<file path="config.mk">
export PLATFORM = sky130hd
export DESIGN_NAME = vsr_muldiv
export DESIGN_NICKNAME = d
export VERILOG_FILES = /design/src/sv/vsr_pkg.sv /design/src/sv/vsr_muldiv.sv
export SDC_FILE = /design/constraint.sdc
export NUM_CORES = 2
export LEC_CHECK = 0
export BUFFER_PORTS_ARGS = -buffer_cell sky130_fd_sc_hd__buf_2
export CAP_MARGIN = 10
export CORE_ASPECT_RATIO = 1.25
export CORE_MARGIN = 5
export CORE_UTILIZATION = 40
export DETAILED_ROUTE_END_ITERATION = 10
export PLACE_DENSITY = 0.55
export SETUP_SLACK_MARGIN = 0.5
export SYNTH_ARGS = -nofsm -noshare
export SYNTH_HDL_FRONTEND = slang
export SYNTH_SLANG_ARGS = --single-unit
</file>
<file path="constraint.sdc">
create_clock -name clk -period 7.09 [get_ports clk]
set_clock_uncertainty 0.05 [all_clocks]
set_input_delay 0.3545 -clock clk [delete_from_list [all_inputs] [get_ports clk]]
set_output_delay 0.3545 -clock clk [all_outputs]
set_load 0.05 [all_outputs]
</file>
<file path="src/sv/vsr_pkg.sv">
// ---------------------------------------------------------------------------
// vsr_pkg
// Shared constants, codes and types of the viewport and scissor remapper.
// ---------------------------------------------------------------------------
package vsr_pkg;

    localparam int FRAC_BITS   = 8;
    localparam int SEARCH_SPAN = 4096;
    localparam int SEARCH_STEP = 1024;
    localparam int MAX_EXTENT  = 32767;

    localparam int GRID_N = 2 * SEARCH_SPAN / SEARCH_STEP + 1;
    localparam int IDX_W  = (GRID_N > 1) ? $clog2(GRID_N) : 1;

    localparam int EXT_W = 15;               // extent registers
    localparam int PIX_W = 16;               // pixel fields
    localparam int VP_W  = 24;               // fixed point viewport fields
    localparam int OUT_W = 32;               // mapped viewport fields
    localparam int OFS_W = 18;               // base offset plus shift
    localparam int N_W   = 27;               // scale operand
    localparam int MAG_W = N_W + EXT_W;      // dividend magnitude
    localparam int Q_W   = MAG_W + 1;        // signed quotient
    localparam int CFG_W = 3;

    localparam logic [1:0] ST_MAPPED  = 2'd0;
    localparam logic [1:0] ST_INVALID = 2'd1;
    localparam logic [1:0] ST_NATIVE  = 2'd2;
    localparam logic [1:0] ST_NONE    = 2'd3;

    localparam logic [1:0] MD_ROUND = 2'd0;
    localparam logic [1:0] MD_FLOOR = 2'd1;
    localparam logic [1:0] MD_CEIL  = 2'd2;

    localparam logic [CFG_W-1:0] REG_LW     = 3'd0;
    localparam logic [CFG_W-1:0] REG_LH     = 3'd1;
    localparam logic [CFG_W-1:0] REG_TW     = 3'd2;
    localparam logic [CFG_W-1:0] REG_TH     = 3'd3;
    localparam logic [CFG_W-1:0] REG_NATIVE = 3'd4;

    typedef struct packed {
        logic                    done;
        logic                    found;
        logic signed [OFS_W-1:0] ox;
        logic signed [OFS_W-1:0] oy;
        logic [EXT_W-1:0]        l;
        logic [EXT_W-1:0]        t;
        logic [EXT_W-1:0]        r;
        logic [EXT_W-1:0]        b;
    } srch_res_t;

endpackage

</file>
<file path="src/sv/vsr_muldiv.sv">
// ---------------------------------------------------------------------------
// vsr_muldiv
// Scale unit: n * t / l with round, floor or ceil, one quotient bit a cycle.
// ---------------------------------------------------------------------------
module vsr_muldiv (
    input  logic                           clk,
    input  logic                           rst_n,
    input  logic                           start,
    input  logic signed [vsr_pkg::N_W-1:0] n,
    input  logic [vsr_pkg::EXT_W-1:0]      t,
    input  logic [vsr_pkg::EXT_W-1:0]      l,
    input  logic [1:0]                     mode,
    output logic                           done,
    output logic signed [vsr_pkg::Q_W-1:0] q
);
    import vsr_pkg::*;

    localparam logic [1:0] MS_IDLE = 2'd0;
    localparam logic [1:0] MS_MUL  = 2'd1;
    localparam logic [1:0] MS_LOAD = 2'd2;
    localparam logic [1:0] MS_DIV  = 2'd3;
    localparam int CNT_W = $clog2(MAG_W);

    logic [1:0]              state_reg;
    logic signed [N_W-1:0]   n_reg;
    logic [EXT_W-1:0]        t_reg, l_reg;
    logic [1:0]              mode_reg;
    logic signed [Q_W-1:0]   prod_reg;
    logic [MAG_W-1:0]        dvd_reg;
    logic [EXT_W-1:0]        rem_reg;
    logic [CNT_W-1:0]        cnt_reg;
    logic                    neg_reg, done_reg;

    logic [Q_W-1:0]          mag;
    logic [MAG_W-1:0]        bias;
    logic [EXT_W:0]          trial;
    logic                    fits;

    always_comb
    begin
        mag = (prod_reg < 0) ? Q_W'(-prod_reg) : Q_W'(prod_reg);
        case (mode_reg)
            MD_ROUND: bias = MAG_W'(l_reg >> 1);
            MD_CEIL:  bias = MAG_W'(l_reg) - MAG_W'(1);
            default:  bias = '0;
        endcase
        trial = {rem_reg, dvd_reg[MAG_W-1]};
        fits  = trial >= {1'b0, l_reg};
    end

    always_ff @(posedge clk or negedge rst_n)
    begin
        if (!rst_n)
        begin
            state_reg <= MS_IDLE;
            done_reg  <= 1'b0;
        end
        else
        begin
            done_reg <= 1'b0;
            unique case (state_reg)
                MS_IDLE: if (start) state_reg <= MS_MUL;
                MS_MUL:  state_reg <= MS_LOAD;
                MS_LOAD: state_reg <= MS_DIV;
                MS_DIV:
                begin
                    if (cnt_reg == CNT_W'(MAG_W - 1))
                    begin
                        state_reg <= MS_IDLE;
                        done_reg  <= 1'b1;
                    end
                end
                default: state_reg <= MS_IDLE;
            endcase
        end
    end

    always_ff @(posedge clk)
    begin
        if (state_reg == MS_IDLE && start)
        begin
            n_reg    <= n;
            t_reg    <= t;
            l_reg    <= l;
            mode_reg <= mode;
        end
        if (state_reg == MS_MUL)
            prod_reg <= n_reg * $signed({1'b0, t_reg});
        if (state_reg == MS_LOAD)
        begin
            dvd_reg <= mag[MAG_W-1:0] + bias;
            neg_reg <= prod_reg < 0;
            rem_reg <= '0;
            cnt_reg <= '0;
        end
        if (state_reg == MS_DIV)
        begin
            // remainder stays below l, so it fits the extent width
            rem_reg <= fits ? EXT_W'(trial - {1'b0, l_reg}) : trial[EXT_W-1:0];
            dvd_reg <= {dvd_reg[MAG_W-2:0], fits};
            cnt_reg <= cnt_reg + 1'b1;
        end
    end

    assign done = done_reg;
    assign q    = neg_reg ? -$signed({1'b0, dvd_reg}) : $signed({1'b0, dvd_reg});

endmodule

</file>
### Word level (Yosys, flattened, before mapping)

Index checks and enable logic that the tools add are counted.

* register bits: 169
* bits in latches: 0
* memory bits (writable): 0
* bits in read-only memories: 0
* input port bits: 62
* word-level logic and storage cells: 47
* memories: 0

* $add $sub $neg: 6
* multipliers: 1
* div/mod/pow operators: 0
* $lt $le $gt $ge: 2
* equal/unequal tests: 7
* shifts and indexed selects: 0
* mux-type cells: 15
* bitwise logic cells: 0
* reductions and logical operators: 5

Operators by type and width (count)
* $mux W42: 3
* $pmux W42 S2: 1
* $mux W15: 3
* $lt A43 B1 Y1 const B: 1
* $mul A27 B16 Y43: 1
* $mux W43: 1
* $neg A42 Y43: 1
* $add A42 B42 Y42: 1
* $neg A42 Y42: 1
* $ge A16 B15 Y1: 1
* $sub A15 B1 Y16 const B: 1
* $sub A15 B15 Y15: 1
* $mux W6: 2
* $pmux W2 S4: 1
* $add A6 B1 Y6 const B: 1
* $eq A2 B2 Y1 const B: 3
* $eq A6 B6 Y1 const B: 1
* $logic_not A2 Y1: 2
* $mux W2: 2
* $ne A2 B2 Y1 const B: 2
* $eq A2 B1 Y1 const B: 1
* $mux W1: 2
* $reduce_and A2 Y1: 1
* $reduce_bool A2 Y1: 1
* $logic_and A1 B1 Y1: 1

### Logic depth before layout (Yosys ltp)

* depth in word-level cells: 5
* mapped depth: 24
* depth with buffers taken out: 23

### Least setup slack after synthesis

Ideal clock, no wire load.

* path type: register to register
* start point: reg t_reg[1]
* end point: reg prod_reg[29], data pin
* setup time: 0.261 ns
* arrival: 6.075 ns
* required time: 6.779 ns
* path slack: 0.704 ns
* stages on the path, launching flop included: 22
* buffers on the path: 2
* path through: edfxtp_1 > clkbuf_1 > clkbuf_1 > nand2_1 > fa_1 > fa_1 > fa_1 > fa_1 > inv_1 > fa_1 > inv_1 > fa_1 > inv_1 > ha_1 > nand4_1 > nor2_1 > a21oi_1 > a31o_2 > o32ai_2 > o21a_1 > nor4_1 > a311o_1

* cells in the longest elaborated chain, start to end: 1

Ends and longest elaborated chain
* from (decl): RTL line vsr_muldiv.sv:26 `logic [EXT_W-1:0] t_reg, l_reg;`
* from (signal assigned): RTL line vsr_muldiv.sv:83 `t_reg <= t;`
* $mul A27 B16 Y43: RTL line vsr_muldiv.sv:88 `prod_reg <= n_reg * $signed({1'b0, t_reg});`
* to (signal assigned): RTL line vsr_muldiv.sv:88
* to (decl): RTL line vsr_muldiv.sv:28 `logic signed [Q_W-1:0] prod_reg;`

Every way passes these cells.
A chain may end at the register's enable or synchronous reset.

### Final worst setup path

* start point: reg n_reg[21]
* end point: reg prod_reg[36], data pin

* cells in the longest elaborated chain, start to end: 1

Ends and longest elaborated chain
* from (decl): RTL line vsr_muldiv.sv:25 `logic signed [N_W-1:0] n_reg;`
* from (signal assigned): RTL line vsr_muldiv.sv:82 `n_reg <= n;`
* $mul A27 B16 Y43: RTL line vsr_muldiv.sv:88

Every way passes these cells.

==> flow_summary.yaml <==
logic_synthesis:
  syn-instance-count: 2767
  seq_area_frac_synth: 0.1958
  synth_edf_count: 166
  yosys_register_bits: 169
  synth_nets: 3390
  ys_warn_count: 0
  synthesis.area_um2: 25840
  synth.largest_area_cell: "fa_1"
  synth.distinct_cells: 76
  ys.flop_type: "edfxtp_1"
  synth_top_area_share: 0.3030
  synth_area_leaders: "fa_1, edfxtp_1, ha_1"
  synth.avg_cell_area_um2: 9.338
  synth-async-reset-ratio: 0.01775
floorplanning:
  io_pins: 106
  design.core.area_um2: 64280
  die_w_um: 237.3
  start_util: 0.4019
  fp.dieH_um: 294.2
  dieArea_um2: 69810
  rows: 104
placement:
  port_buffers: 105
  post-dp-hpwl_um: 53280
  globalplace.congestion: 0.8706
sta:
  finalSetupViolations: 0
  worst_pin_slew_ps: 1107
  rsz0062_at_grt: "no"
  min_period_over_period: 0.9046
  worst_slew_margin_rel: 0.2552
  fmax_mhz: 155.9
  fin_tns_setup_ps: 0
  slew_viol_final: 0
  min_period_ps: 6414
  hold_violations: 0
layout:
  fillCellCount: 6249
  largest_register_ffs: 43
  diodes: 0
  nets: 3590
  final_common_cell: "inv_1"
  areaGrowthSynthToFinish_pct: 13.67
  layout-drive-gt1-share: 0.1077
  final_cell_mix: "inv_1, fa_1, nand2_1, and2_1, edfxtp_1"
clock_network:
  clock_latency_ps: 510
  cts_tree: "done"
  cts_root_buffer: "clkbuf_16"
  clock_sinks: 169
  htree_num_levels: 4
  clk_path_buf_depth: 2
  clk_pin_slew_ps: 80
  cts_buffers: 17
detailed_routing:
  drcViolationCount: 0
  drt-pass1-iter-count: 5
  drtIter0Drc: 794
  antenna_left: 0
  vias_per_cell: 5.032
  dr_total_vias: 19260
  avgRoutedWirePerCell_um: 17.18
  wl_um: 65780
worst_hold_path:
  hold_path.class: "input pin to flop"
global_routing:
  grt_max_degree: 69
  grt_util_met1: 0.2434
  overflow: 0
  grtUsageTotal: 0.1917
  grt_pass1_vias: 20440
  antenna_found_initial: 0
  grt.busiest_layer: "met2"
  grt_first_pass_wirelength_um: 107700
  grt_use_met2: 0.3383
  met3_usage: 0.02381
critical_path:
  rrSetupSlack_ps: 680
  worstSetupStartpointType: "flop"
  r2r_end: "prod_reg[36]"
  critPathCaptureType: "flop"
  endpoint: "prod_reg[36]"
  rr_startpoint: "n_reg[21]"
  worstPathRequired_ps: 7400
  setup.worst_path.class: "flop to flop"
  critPathLaunch: "n_reg[21]"
  worstPathArrival_ps: 6720
  worst-r2r-cell-count: 21
  crit_fanout: 8
job:
  maxCapViolCount: 0
run_status:
  status: "finished clean"
-- synthesized netlist by cell type (4+ instances only) --
cell type / instances
a211o_1: 6
a211oi_1: 26
a21boi_0: 5
a21o_1: 40
a21oi_1: 97
a311oi_1: 8
a31o_2: 4
a31oi_1: 14
and2_1: 190
and3_1: 19
buf_1: 5
clkbuf_1: 100
edfxtp_1: 166
fa_1: 391
ha_1: 170
inv_1: 486
mux2_2: 5
mux2i_1: 10
nand2_1: 350
nand2b_1: 9
nand3_1: 35
nand4_1: 11
nand4b_1: 4
nor2_1: 82
nor2b_1: 17
nor3_1: 26
nor4_1: 14
o211ai_1: 8
o21a_1: 21
o21ai_0: 109
o21bai_1: 20
o22ai_1: 4
o31ai_1: 32
o41ai_1: 9
or2_2: 11
or3_1: 20
or4_1: 13
xnor2_1: 146
xor2_1: 22
-- through the flow --
| stage | std cells | worst slack, ps | utilization | area, um^2 | hold WS, ps |
|---|---|---|---|---|---|
| 4_1_cts | 3803 | 472.3 | 0.4520 | 29050 | 0.5116 |
| 5_1_grt | 3828 | 454.3 | 0.4569 | 29370 | 8.110 |
| 3_5_place_dp | 3652 | 245.2 | 0.4255 | 27350 | 107.3 |
| 2_1_floorplan | 2767 | 703.8 | - | 25840 | 8.909 |
| 3_3_place_gp | 3652 | 402.7 | 0.4255 | 27350 | 104.4 |
| 6_report | 3828 | 676.3 | 0.4569 | 29370 | 27.99 |
-- final cells by class --
| cell class | instances | area [um^2] | share of cell area |
|---|---|---|---|
| multi-input cells | 2005 | 18640 | 0.6347 |
| clock inverters | 14 | 155.1 | 0.005283 |
| inverters | 486 | 1824 | 0.06212 |
| repair buffers | 288 | 2198 | 0.07486 |
| well taps | 848 | 1061 | 0.03613 |
| clock buffers | 18 | 429.2 | 0.01461 |
| flip-flops and latches | 169 | 5060 | 0.1723 |
-- repair_timing --
item                                    in CTS  in global routing
resized for setup                            1                 30
buffers inserted                            60                 24
hold buffers                                59                  0
pin swaps                                    3                 10
gates cloned                                 0                  0
hold endpoints to repair                    61                  0
endpoints found under the setup margin      12                 15
-- per-layer routing --
layer  vias to the layer above  share of wire
met3                        85          0.031
met1                      9471           0.44
li1                       9351              -
met5                         -              0
met2                       354           0.50
met4                         0          0.034
-- worst min path at each step --
stage	start	endpoint	depth (start not counted)
after floorplan	rst_n	done	0
after global placement	rst_n	done	1
after detailed placement	rst_n	done	1
after CTS	t[10]	t_reg[10]	1
after global routing	t[10]	t_reg[10]	1
final	t[10]	t_reg[10]	1
-- cell families after synthesis --
group / synth area share
compound gates: 0.1107
buf+inv: 0.08634
mux: 0.006053
flops: 0.1958
simple gates: 0.1589
xor+xnor: 0.05695
fa+ha+maj: 0.3853
-- critical path: stages (launching register included) --
cell	delay, ps
edfxtp_1	520
buf_12	200
and2_1	170
fa_1	540
inv_1	50
fa_1	470
inv_1	50
fa_1	480
fa_1	530
fa_1	500
inv_1	50
fa_1	480
inv_1	40
ha_1	350
a21oi_2	210
o21ai_0	150
a31oi_1	270
o21ai_0	130
o21ai_1	170
a21boi_1	140
or4b_2	630
nand3_1	110
Power is not shown: default switching activity piles up to over one toggle a cycle in this logic, so the estimate is an artifact.
