`config.mk`:
```
export PLATFORM = sky130hd
export DESIGN_NAME = vsr_search
export DESIGN_NICKNAME = d
export VERILOG_FILES = /design/src/sv/vsr_pkg.sv /design/src/sv/vsr_search.sv
export SDC_FILE = /design/constraint.sdc
export NUM_CORES = 2
export LEC_CHECK = 0
export ABC_AREA = 1
export BUFFER_PORTS_ARGS = -buffer_cell sky130_fd_sc_hd__buf_2
export CELL_PAD_IN_SITES_DETAIL_PLACEMENT = 1
export CELL_PAD_IN_SITES_GLOBAL_PLACEMENT = 2
export CORE_ASPECT_RATIO = 0.9
export CORE_MARGIN = 2
export CORE_UTILIZATION = 35
export DETAILED_ROUTE_END_ITERATION = 12
export GPL_ROUTABILITY_DRIVEN = 0
export HOLD_SLACK_MARGIN = 0.1
export PLACE_DENSITY_LB_ADDON = 0.1
export SYNTH_ARGS = -nofsm -noshare
export SYNTH_HDL_FRONTEND = slang
export SYNTH_SLANG_ARGS = --single-unit
```
`constraint.sdc`:
```
create_clock -name clk -period 20.3 [get_ports clk]
set_clock_uncertainty 0.15 [all_clocks]
set_input_delay 5.075 -clock clk [delete_from_list [all_inputs] [get_ports clk]]
set_output_delay 5.075 -clock clk [all_outputs]
set_load 0.03 [all_outputs]
```
`src/sv/vsr_pkg.sv`:
```
// ---------------------------------------------------------------------------
// vsr_pkg
// Shared constants, codes and types of the viewport and scissor remapper.
// ---------------------------------------------------------------------------
package vsr_pkg;

    localparam int FRAC_BITS   = 8;
    localparam int SEARCH_SPAN = 4096;
    localparam int SEARCH_STEP = 1024;
    localparam int MAX_EXTENT  = 32767;

    localparam int GRID_N = 2 * SEARCH_SPAN / SEARCH_STEP + 1;
    localparam int IDX_W  = (GRID_N > 1) ? $clog2(GRID_N) : 1;

    localparam int EXT_W = 15;               // extent registers
    localparam int PIX_W = 16;               // pixel fields
    localparam int VP_W  = 24;               // fixed point viewport fields
    localparam int OUT_W = 32;               // mapped viewport fields
    localparam int OFS_W = 18;               // base offset plus shift
    localparam int N_W   = 27;               // scale operand
    localparam int MAG_W = N_W + EXT_W;      // dividend magnitude
    localparam int Q_W   = MAG_W + 1;        // signed quotient
    localparam int CFG_W = 3;

    localparam logic [1:0] ST_MAPPED  = 2'd0;
    localparam logic [1:0] ST_INVALID = 2'd1;
    localparam logic [1:0] ST_NATIVE  = 2'd2;
    localparam logic [1:0] ST_NONE    = 2'd3;

    localparam logic [1:0] MD_ROUND = 2'd0;
    localparam logic [1:0] MD_FLOOR = 2'd1;
    localparam logic [1:0] MD_CEIL  = 2'd2;

    localparam logic [CFG_W-1:0] REG_LW     = 3'd0;
    localparam logic [CFG_W-1:0] REG_LH     = 3'd1;
    localparam logic [CFG_W-1:0] REG_TW     = 3'd2;
    localparam logic [CFG_W-1:0] REG_TH     = 3'd3;
    localparam logic [CFG_W-1:0] REG_NATIVE = 3'd4;

    typedef struct packed {
        logic                    done;
        logic                    found;
        logic signed [OFS_W-1:0] ox;
        logic signed [OFS_W-1:0] oy;
        logic [EXT_W-1:0]        l;
        logic [EXT_W-1:0]        t;
        logic [EXT_W-1:0]        r;
        logic [EXT_W-1:0]        b;
    } srch_res_t;

endpackage

```
`src/sv/vsr_search.sv`:
```
// ---------------------------------------------------------------------------
// vsr_search
// Offset grid search: one candidate a cycle through a three stage scorer.
// ---------------------------------------------------------------------------
module vsr_search (
    input  logic                             clk,
    input  logic                             rst_n,
    input  logic                             start,
    input  logic signed [vsr_pkg::PIX_W-1:0] sx,
    input  logic signed [vsr_pkg::PIX_W-1:0] sy,
    input  logic signed [vsr_pkg::PIX_W-1:0] sw,
    input  logic signed [vsr_pkg::PIX_W-1:0] sh,
    input  logic signed [vsr_pkg::PIX_W-1:0] bx,
    input  logic signed [vsr_pkg::PIX_W-1:0] by,
    input  logic signed [vsr_pkg::VP_W-1:0]  vl,
    input  logic signed [vsr_pkg::VP_W-1:0]  vt,
    input  logic signed [vsr_pkg::VP_W-1:0]  vw,
    input  logic signed [vsr_pkg::VP_W-1:0]  vh,
    input  logic [vsr_pkg::EXT_W-1:0]        lw,
    input  logic [vsr_pkg::EXT_W-1:0]        lh,
    output vsr_pkg::srch_res_t               res
);
    import vsr_pkg::*;

    localparam int D_W  = OFS_W + 1;
    localparam int FP_W = D_W + FRAC_BITS;
    localparam int OV_W = EXT_W + FRAC_BITS + 1;
    localparam int SC_W = 2 * OV_W - 2 * FRAC_BITS;

    function automatic logic [EXT_W-1:0] clamp_px(input logic signed [D_W-1:0] v,
                                                 input logic [EXT_W-1:0] hi);
        logic [EXT_W-1:0] r;
        if (v < 0)
            r = '0;
        else if (v > $signed(D_W'(hi)))
            r = hi;
        else
            r = v[EXT_W-1:0];
        return r;
    endfunction

    // pixel span [a, b] moved by ofs, in fixed point, against viewport span
    function automatic logic [OV_W-1:0] overlap(input logic [EXT_W-1:0] a,
                                               input logic [EXT_W-1:0] b,
                                               input logic signed [OFS_W-1:0] ofs,
                                               input logic signed [VP_W-1:0] pos,
                                               input logic signed [VP_W-1:0] len);
        logic signed [FP_W-1:0] a0, a1, e, lo, hi, x0, x1, d;
        a0 = ($signed(FP_W'(a)) + FP_W'(ofs)) <<< FRAC_BITS;
        a1 = ($signed(FP_W'(b)) + FP_W'(ofs)) <<< FRAC_BITS;
        e  = FP_W'(pos) + FP_W'(len);
        lo = (len < 0) ? e : FP_W'(pos);
        hi = (len < 0) ? FP_W'(pos) : e;
        x0 = (a0 < lo) ? lo : ((a0 > hi) ? hi : a0);
        x1 = (a1 < lo) ? lo : ((a1 > hi) ? hi : a1);
        d  = x1 - x0;
        return (x1 > x0) ? d[OV_W-1:0] : '0;
    endfunction

    logic                    run_reg;
    logic [IDX_W-1:0]        ix_reg, iy_reg;
    logic signed [OFS_W-1:0] ox_reg, oy_reg;

    logic [EXT_W-1:0] cl, cr, ct, cb;
    logic             cand_ok, last_issue;
    logic signed [OFS_W-1:0] oy_base;

    // stage a to b
    logic                    a_v_reg, a_last_reg;
    logic [OV_W-1:0]         a_ow_reg, a_oh_reg;
    logic [EXT_W-1:0]        a_l_reg, a_r_reg, a_t_reg, a_b_reg;
    logic signed [OFS_W-1:0] a_ox_reg, a_oy_reg;

    // stage b to c
    logic                    b_v_reg, b_last_reg;
    logic [SC_W-1:0]         b_score_reg;
    logic [2*EXT_W-1:0]      b_area_reg;
    logic [EXT_W-1:0]        b_l_reg, b_r_reg, b_t_reg, b_b_reg;
    logic signed [OFS_W-1:0] b_ox_reg, b_oy_reg;

    logic [2*OV_W-1:0]       prod;
    logic                    better;

    logic                    done_reg, found_reg;
    logic [SC_W-1:0]         best_score_reg;
    logic [2*EXT_W-1:0]      best_area_reg;
    logic signed [OFS_W-1:0] best_ox_reg, best_oy_reg;
    logic [EXT_W-1:0]        bl_reg, br_reg, bt_reg, bb_reg;

    assign oy_base = OFS_W'(by) - OFS_W'(SEARCH_SPAN);

    always_comb
    begin
        cl = clamp_px(D_W'(sx) - D_W'(ox_reg), lw);
        cr = clamp_px(D_W'(sx) + D_W'(sw) - D_W'(ox_reg), lw);
        ct = clamp_px(D_W'(sy) - D_W'(oy_reg), lh);
        cb = clamp_px(D_W'(sy) + D_W'(sh) - D_W'(oy_reg), lh);
        cand_ok = (sw > 0) && (sh > 0) && (cl < cr) && (ct < cb);
        last_issue = (ix_reg == IDX_W'(GRID_N - 1)) && (iy_reg == IDX_W'(GRID_N - 1));
    end

    assign prod = a_ow_reg * a_oh_reg;

    assign better = !found_reg || (b_score_reg > best_score_reg) ||
                    ((b_score_reg == best_score_reg) && (b_area_reg > best_area_reg));

    // candidate sequencer, y inner
    always_ff @(posedge clk or negedge rst_n)
    begin
        if (!rst_n)
        begin
            run_reg <= 1'b0;
            ix_reg  <= '0;
            iy_reg  <= '0;
        end
        else if (start)
        begin
            run_reg <= 1'b1;
            ix_reg  <= '0;
            iy_reg  <= '0;
        end
        else if (run_reg)
        begin
            if (iy_reg == IDX_W'(GRID_N - 1))
            begin
                iy_reg <= '0;
                ix_reg <= ix_reg + 1'b1;
                if (last_issue)
                    run_reg <= 1'b0;
            end
            else
            begin
                iy_reg <= iy_reg + 1'b1;
            end
        end
    end

    always_ff @(posedge clk)
    begin
        if (start)
        begin
            ox_reg <= OFS_W'(bx) - OFS_W'(SEARCH_SPAN);
            oy_reg <= oy_base;
        end
        else if (run_reg)
        begin
            if (iy_reg == IDX_W'(GRID_N - 1))
            begin
                oy_reg <= oy_base;
                ox_reg <= ox_reg + OFS_W'(SEARCH_STEP);
            end
            else
            begin
                oy_reg <= oy_reg + OFS_W'(SEARCH_STEP);
            end
        end
    end

    always_ff @(posedge clk or negedge rst_n)
    begin
        if (!rst_n)
        begin
            a_v_reg    <= 1'b0;
            a_last_reg <= 1'b0;
            b_v_reg    <= 1'b0;
            b_last_reg <= 1'b0;
            done_reg   <= 1'b0;
            found_reg  <= 1'b0;
        end
        else
        begin
            a_v_reg    <= run_reg && cand_ok;
            a_last_reg <= run_reg && last_issue;
            b_v_reg    <= a_v_reg;
            b_last_reg <= a_last_reg;
            done_reg   <= b_last_reg;
            if (start)
                found_reg <= 1'b0;
            else if (b_v_reg && better)
                found_reg <= 1'b1;
        end
    end

    always_ff @(posedge clk)
    begin
        a_ow_reg <= overlap(cl, cr, ox_reg, vl, vw);
        a_oh_reg <= overlap(ct, cb, oy_reg, vt, vh);
        a_l_reg  <= cl;
        a_r_reg  <= cr;
        a_t_reg  <= ct;
        a_b_reg  <= cb;
        a_ox_reg <= ox_reg;
        a_oy_reg <= oy_reg;

        b_score_reg <= prod[2*OV_W-1:2*FRAC_BITS];
        b_area_reg  <= (a_r_reg - a_l_reg) * (a_b_reg - a_t_reg);
        b_l_reg     <= a_l_reg;
        b_r_reg     <= a_r_reg;
        b_t_reg     <= a_t_reg;
        b_b_reg     <= a_b_reg;
        b_ox_reg    <= a_ox_reg;
        b_oy_reg    <= a_oy_reg;

        if (start)
        begin
            best_ox_reg <= '0;
            best_oy_reg <= '0;
        end
        else if (b_v_reg && better)
        begin
            best_score_reg <= b_score_reg;
            best_area_reg  <= b_area_reg;
            best_ox_reg    <= b_ox_reg;
            best_oy_reg    <= b_oy_reg;
            bl_reg         <= b_l_reg;
            br_reg         <= b_r_reg;
            bt_reg         <= b_t_reg;
            bb_reg         <= b_b_reg;
        end
    end

    always_comb
    begin
        res.done  = done_reg;
        res.found = found_reg;
        res.ox    = best_ox_reg;
        res.oy    = best_oy_reg;
        res.l     = bl_reg;
        res.t     = bt_reg;
        res.r     = br_reg;
        res.b     = bb_reg;
    end

endmodule

```
==> Word-level counts from Yosys, hierarchy flattened <==
Cells that the tools add are included.
{ "word_totals": {"ff_bits": 511, "elab_cells": 143, "inputBits": 225} }
{ "classes": {"n_mul": 2, "eq_ne": 3, "n_reduce_logical": 16, "magnitude_cmp": 26, "addsub": 22, "n_bitwise": 1, "mux": 38} }
{ "op_table": {"columns": ["cell", "n"], "rows": [
  ["$mux W27", 12],
  ["$gt A27 B27 Y1", 6],
  ["$mux W15", 8],
  ["$lt A27 B27 Y1", 4],
  ["$mux W18", 6],
  ["$add A16 B18 Y19", 4],
  ["$gt A19 B16 Y1", 4],
  ["$lt A19 B1 Y1 const B", 4],
  ["$add A24 B24 Y25", 2],
  ["$lt A24 B1 Y1 const B", 2],
  ["$mul A24 B24 Y48", 1],
  ["$sub A24 B24 Y24", 2],
  ["$sub A16 B18 Y19", 2],
  ["$sub A17 B18 Y19", 2],
  ["$add A18 B12 Y18 const B", 2],
  ["$add A16 B16 Y17", 2],
  ["$sub A16 B14 Y17 const B", 2],
  ["$eq A32 B32 Y1", 1],
  ["$gt A16 B1 Y1 const B", 2],
  ["$gt A32 B32 Y1", 1],
  ["$sub A15 B15 Y16", 2],
  ["$gt A30 B30 Y1", 1],
  ["$lt A15 B15 Y1", 2],
  ["$mul A16 B16 Y30", 1],
  ["10 further kinds", 33]
]} }

==> Depth between registers and ports, before layout <==
{ "depth": {"ltp_word": 10, "mapped_depth": 74, "depth_no_buf": 72} }

==> Least setup slack after synthesis <==
Ideal clock, no wire load.
{ "synth_path": {"path_type": "input to register", "start": "input sh[0] (netlist name)", "end": "register a_oh_reg[22]", "t_required_ns": 20.030, "arrival_ns": 14.091, "cell_stages": 71, "path_slack_ns": 5.939, "path_cell_list": "inv_1 ha_1 inv_1 ha_1 fa_1 nand3_1 nand2_1 a21o_1 nand2_1 nand2_1 a21oi_1 xor2_1 inv_1 ha_1 nand2_1 nor2_1 and2_1 nand2_1 [35 not listed] buf_2 nor2_1 o21ai_0 ha_1 inv_1 fa_1 nand2_1 nand2_1 a21oi_1 o21bai_1 a21boi_0 o21ai_0 a21boi_0 o21ai_0 nand3_1 nand2_1 nand2_1 a21oi_1"} }
{ "synth_via": {"elab_chain_cells": 10} }
{ "synth_lines": {"columns": ["item", "line_no", "source"], "rows": [
  ["start: declaration", "vsr_search.sv:12", "input logic signed [vsr_pkg::PIX_W-1:0] sh,"],
  ["$add A16 B16 Y17 *", "vsr_search.sv:97", "cb = clamp_px(D_W'(sy) + D_W'(sh) - D_W'(oy_reg), lh);"],
  ["$sub A17 B18 Y19 *", "vsr_search.sv:97", null],
  ["$gt A19 B16 Y1", "vsr_search.sv:35", "else if (v > $signed(D_W'(hi)))"],
  ["$mux W15", "vsr_search.sv:35", null],
  ["$mux W15 *", "vsr_search.sv:33", "if (v < 0)"],
  ["via cb[5]", "vsr_search.sv:64", "logic [EXT_W-1:0] cl, cr, ct, cb;"],
  ["$add A16 B18 Y19 *", "vsr_search.sv:50", "a1 = ($signed(FP_W'(b)) + FP_W'(ofs)) <<< FRAC_BITS;"],
  ["$gt A27 B27 Y1", "vsr_search.sv:55", "x1 = (a1 < lo) ? lo : ((a1 > hi) ? hi : a1);"],
  ["$mux W27", "vsr_search.sv:55", null],
  ["$mux W27 *", "vsr_search.sv:55", null],
  ["$sub A24 B24 Y24 / $gt A27 B27 Y1 (equally long branches)", "vsr_search.sv:56, vsr_search.sv:57", null],
  ["end signal: assignment", "vsr_search.sv:187", "a_oh_reg <= overlap(ct, cb, oy_reg, vt, vh);"],
  ["end: declaration", "vsr_search.sv:70", "logic [OV_W-1:0] a_ow_reg, a_oh_reg;"]
]} }
The timed path passes the listed nets; every way through them passes the cells marked *.
A chain may end at the register's enable or synchronous reset.

==> Final worst setup path <==
{ "layout_path": {"start": "input sx[5] (netlist name)", "end": "register a_ow_reg[5]"} }
{ "layout_via": {"elab_chain_cells": 10} }
{ "layout_lines": {"columns": ["item", "line_no", "source"], "rows": [
  ["start: declaration", "vsr_search.sv:9", "input logic signed [vsr_pkg::PIX_W-1:0] sx,"],
  ["$add A16 B16 Y17 *", "vsr_search.sv:95", "cr = clamp_px(D_W'(sx) + D_W'(sw) - D_W'(ox_reg), lw);"],
  ["$sub A17 B18 Y19 *", "vsr_search.sv:95", null],
  ["$gt A19 B16 Y1", "vsr_search.sv:35", null],
  ["$mux W15", "vsr_search.sv:35", null],
  ["$mux W15 *", "vsr_search.sv:33", null],
  ["via cr[1]", "vsr_search.sv:64", null],
  ["$add A16 B18 Y19 *", "vsr_search.sv:50", null],
  ["$gt A27 B27 Y1", "vsr_search.sv:55", null],
  ["$mux W27", "vsr_search.sv:55", null],
  ["$mux W27 *", "vsr_search.sv:55", null],
  ["$sub A24 B24 Y24 / $gt A27 B27 Y1 (equally long branches)", "vsr_search.sv:56, vsr_search.sv:57", null],
  ["end signal: assignment", "vsr_search.sv:186", "a_ow_reg <= overlap(cl, cr, ox_reg, vl, vw);"],
  ["end: declaration", "vsr_search.sv:70", null]
]} }
Marks and branches as above.

==> results.toml <==
[setup_path]
arrival_ns = 17.86
worst-r2r-setup-slack_ns = 6.55
crit-reg2reg-launch = "oy_reg[1]"
endpoint = "a_ow_reg[5]"
critPathMaxStageDelay_ns = 0.63
crit_path_max_fanout = 38
crit-reg2reg-capture = "a_oh_reg[5]"
worst_r2r_path_depth = 65
critPathLaunch = "sx[5]"
crit_path_end_kind = "register"
cp_data_required_time_ns = 20.71
critical_path.slowest_cell = "nor4_1"
critPathKind = "input pin to register"
critical_path.startpoint_type = "input pin"
dominant_cell_type_by_count_on_the_critical_path = "nand2_1"

[route]
wl_per_cell_microns = 20.7
detail_route.vias_per_cell = 4.99
drtAntennaViolNets = 0
drc = 0
routed-via-count = 56719
drt_pass1_iterations = 6
wl_mm = 236
drt_iter0_drc = 2714

[timing]
worst_slew_pin_tran_ns = 1.27
final.period_utilization = 0.859
drv_slew = 0
min_period_ns = 17.44
finalSetupViolCount = 0
fmaxAchievable_ghz = 0.0573
tns_ns = 0
grt_setup_unrepaired = "no"
max-slew-margin-rel = 0.147
final_hold_viol_count = 0

[logic_synthesis]
ys_seq_area_frac = 0.179
syn-num-nets = 10348
synth.top_cells.by_area = "fa_1 23%, ha_1 16%, nand2_1 11%"
synth_top_area_share = 0.234
synth_cell_type_count = 73
synth_top_area_cell = "fa_1"
synth.yosys.warnings = 0
postSynthRegisterBits = 511
synthFlopType = "dfxtp_1"
synth-edff-count = 158
synth_area_sq_um = 66500
synth-async-reset-ratio = 0.0294
synth.avg_cell_area_sq_um = 7.80
synthesis.instances = 8521

[outcome]
status = "complete, no violations"

[clocking]
cts_max_path_buffers = 3
cts_num_sinks = 511
root_buffer = "clkbuf_16"
numCtsBuffers = 61
clock_latency_ns = 0.76
clock_tree.htree_level_count = 2
holdBufCountCts = 0
clkSlewWorstSetupHoldPaths_ns = 0.06
cts.repair_timing.setup_buffer_count = 0
tritoncts = "yes"
post_cts_resized = 0

[die]
std_cell_rows = 151
die_height_microns = 418
floorplan.initialDensity = 0.353
core_sq_um = 189000
top_level_ports = 323
die_area_sq_um = 193000
die_outline_width_microns = 463

[layout]
n_fill_cell = 23220
post-route-util = 0.388
fin_nets = 10625
area_growth_syn_to_layout_pct = 10.1
final_area_sq_um = 73200
final_layout_size_suffix_gt1_frac = 0.0682

[global_routing]
grt_antenna_before_repair = 21
global_route.usage.total = 0.245
grt_first_pass_wirelength_mm = 368
vias_in_the_first_global_route = 61649
grt_start_max_net_pins = 63
globalRouteOverflowTotal = 0

[place]
placed_cell_area_sq_um = 71100
detailed_place_hpwl_mm = 203
io_buffer_count = 322

[min_path]
holdCritStartpoint = "a_oy_reg[6]"
path_class_of_the_lowest_slack_min_delay_path = "register to register"

[flow_run]
max_cap_violations = 0
==> logic make-up (layout without fill, tap and decap cells) <==
| family | after synthesis | in the layout | share of synthesized area |
|---|---|---|---|
| AND/OR/NAND/NOR | 2988 | 2988 | 0.182 |
| buffers and inverters | 2012 | 2342 | 0.116 |
| adder cells (fa/ha/maj) | 1602 | 1602 | 0.389 |
| AO/OA/AOI/OAI | 1122 | 1122 | 0.0961 |
| flip-flops | 511 | 511 | 0.179 |
| XOR/XNOR | 279 | 279 | 0.0371 |
| multiplexers | 7 | 7 | 0.00105 |
| other | 0 | 2 | 0 |
==> through the flow <==
stage	worst slack, ns	cells	hold slack [ns]
after CTS	2.87	11375	0.174
after detailed placement	2.22	11259	0.163
after floorplan	5.94	8521	0.160
after global routing	1.35	11376	0.179
after global placement	2.47	11259	0.161
final	2.86	11377	0.174
==> critical path, delay by kind of cell <==
kind	cells	cell delay (ns)
and+or+nand+nor	21	4.32
xor gates and xnor gates	2	0.63
buffers and inverters	9	1.76
adders and majority gates	6	2.17
AOI/OAI and AO/OA	19	3.82
==> how the worst min path moves through the flow <==
stage,end,slack (ns),cells past startpoint
final,b_oy_reg[6],0.17,0
after floorplan,b_ox_reg[0],0.16,0
after detailed placement,b_oy_reg[6],0.16,0
after global routing,b_oy_reg[6],0.18,0
after CTS,b_t_reg[0],0.17,0
after global placement,b_ox_reg[2],0.16,0
==> layer usage <==
metal  GRT usage  up-vias  wire (microns)
met2       0.415      925          111000
met1       0.342    28382          113000
met3      0.0181      229            7290
met5           0        -              55
met4      0.0515        8            5030
li1            -    27175               -
==> placed cells by master, fill, tap and decap left out, types with 15 or more instances in the layout <==
cell | synthesis | final
o21ai_1 | 43 | 45
buf_2 | 28 | 322
a31oi_1 | 30 | 30
clkbuf_16 | 0 | 62
nand3_1 | 243 | 243
o211ai_1 | 24 | 24
edfxtp_1 | 158 | 158
fa_1 | 777 | 777
a21boi_0 | 25 | 25
ha_1 | 825 | 825
nand2_1 | 1994 | 1994
dfxtp_1 | 338 | 338
nor4_1 | 21 | 21
nor3_1 | 55 | 55
buf_4 | 7 | 95
a21oi_1 | 473 | 472
nand4_1 | 92 | 92
nor2_1 | 507 | 505
o21bai_1 | 38 | 38
a211oi_1 | 38 | 38
inv_1 | 1793 | 1793
o21a_1 | 22 | 22
a21o_1 | 35 | 35
xnor2_1 | 86 | 86
o21ai_0 | 317 | 315
dfrtp_1 | 15 | 15
or2_2 | 25 | 25
xor2_1 | 191 | 191
==> area by class of cell <==
| type | instances | area (sq um) | share of cell area |
|---|---|---|---|
| antenna | 2 | 5.00 | 0.0000683 |
| sequential | 511 | 11900 | 0.162 |
| clock buffer | 78 | 1670 | 0.0228 |
| timing repair buffer | 417 | 2320 | 0.0317 |
| tap | 2524 | 3160 | 0.0431 |
| multi-input combinational | 5998 | 46900 | 0.641 |
| inverter | 1809 | 6790 | 0.0928 |
| clock inverter | 38 | 445 | 0.00608 |
==> cell usage after synthesis, types with 7 or more instances <==
cell type  instances
dfxtp_1          338
a221oi_1          13
mux2i_1            7
a211oi_1          38
o22ai_1            8
nor2_1           507
o221ai_1          10
nand4_1           92
o21bai_1          38
ha_1             825
o21ai_0          317
o211ai_1          24
nand2_2           13
edfxtp_1         158
dfrtp_1           15
nand3_1          243
nor4_1            21
a21oi_1          473
or2_2             25
clkinv_1           7
nor3_1            55
a21boi_0          25
fa_1             777
inv_1           1793
buf_4              7
o21ai_1           43
and2_1            10
a31oi_1           30
buf_1              7
nand3b_1           9
inv_2              8
o21a_1            22
xnor2_1           86
nand2_1         1994
a21o_1            35
clkbuf_1         152
buf_2             28
o21ai_2           13
xor2_1           191
Power is left out: the tool's default activity adds up to more than one toggle a clock period on the data nets, which glitch-free logic cannot reach.
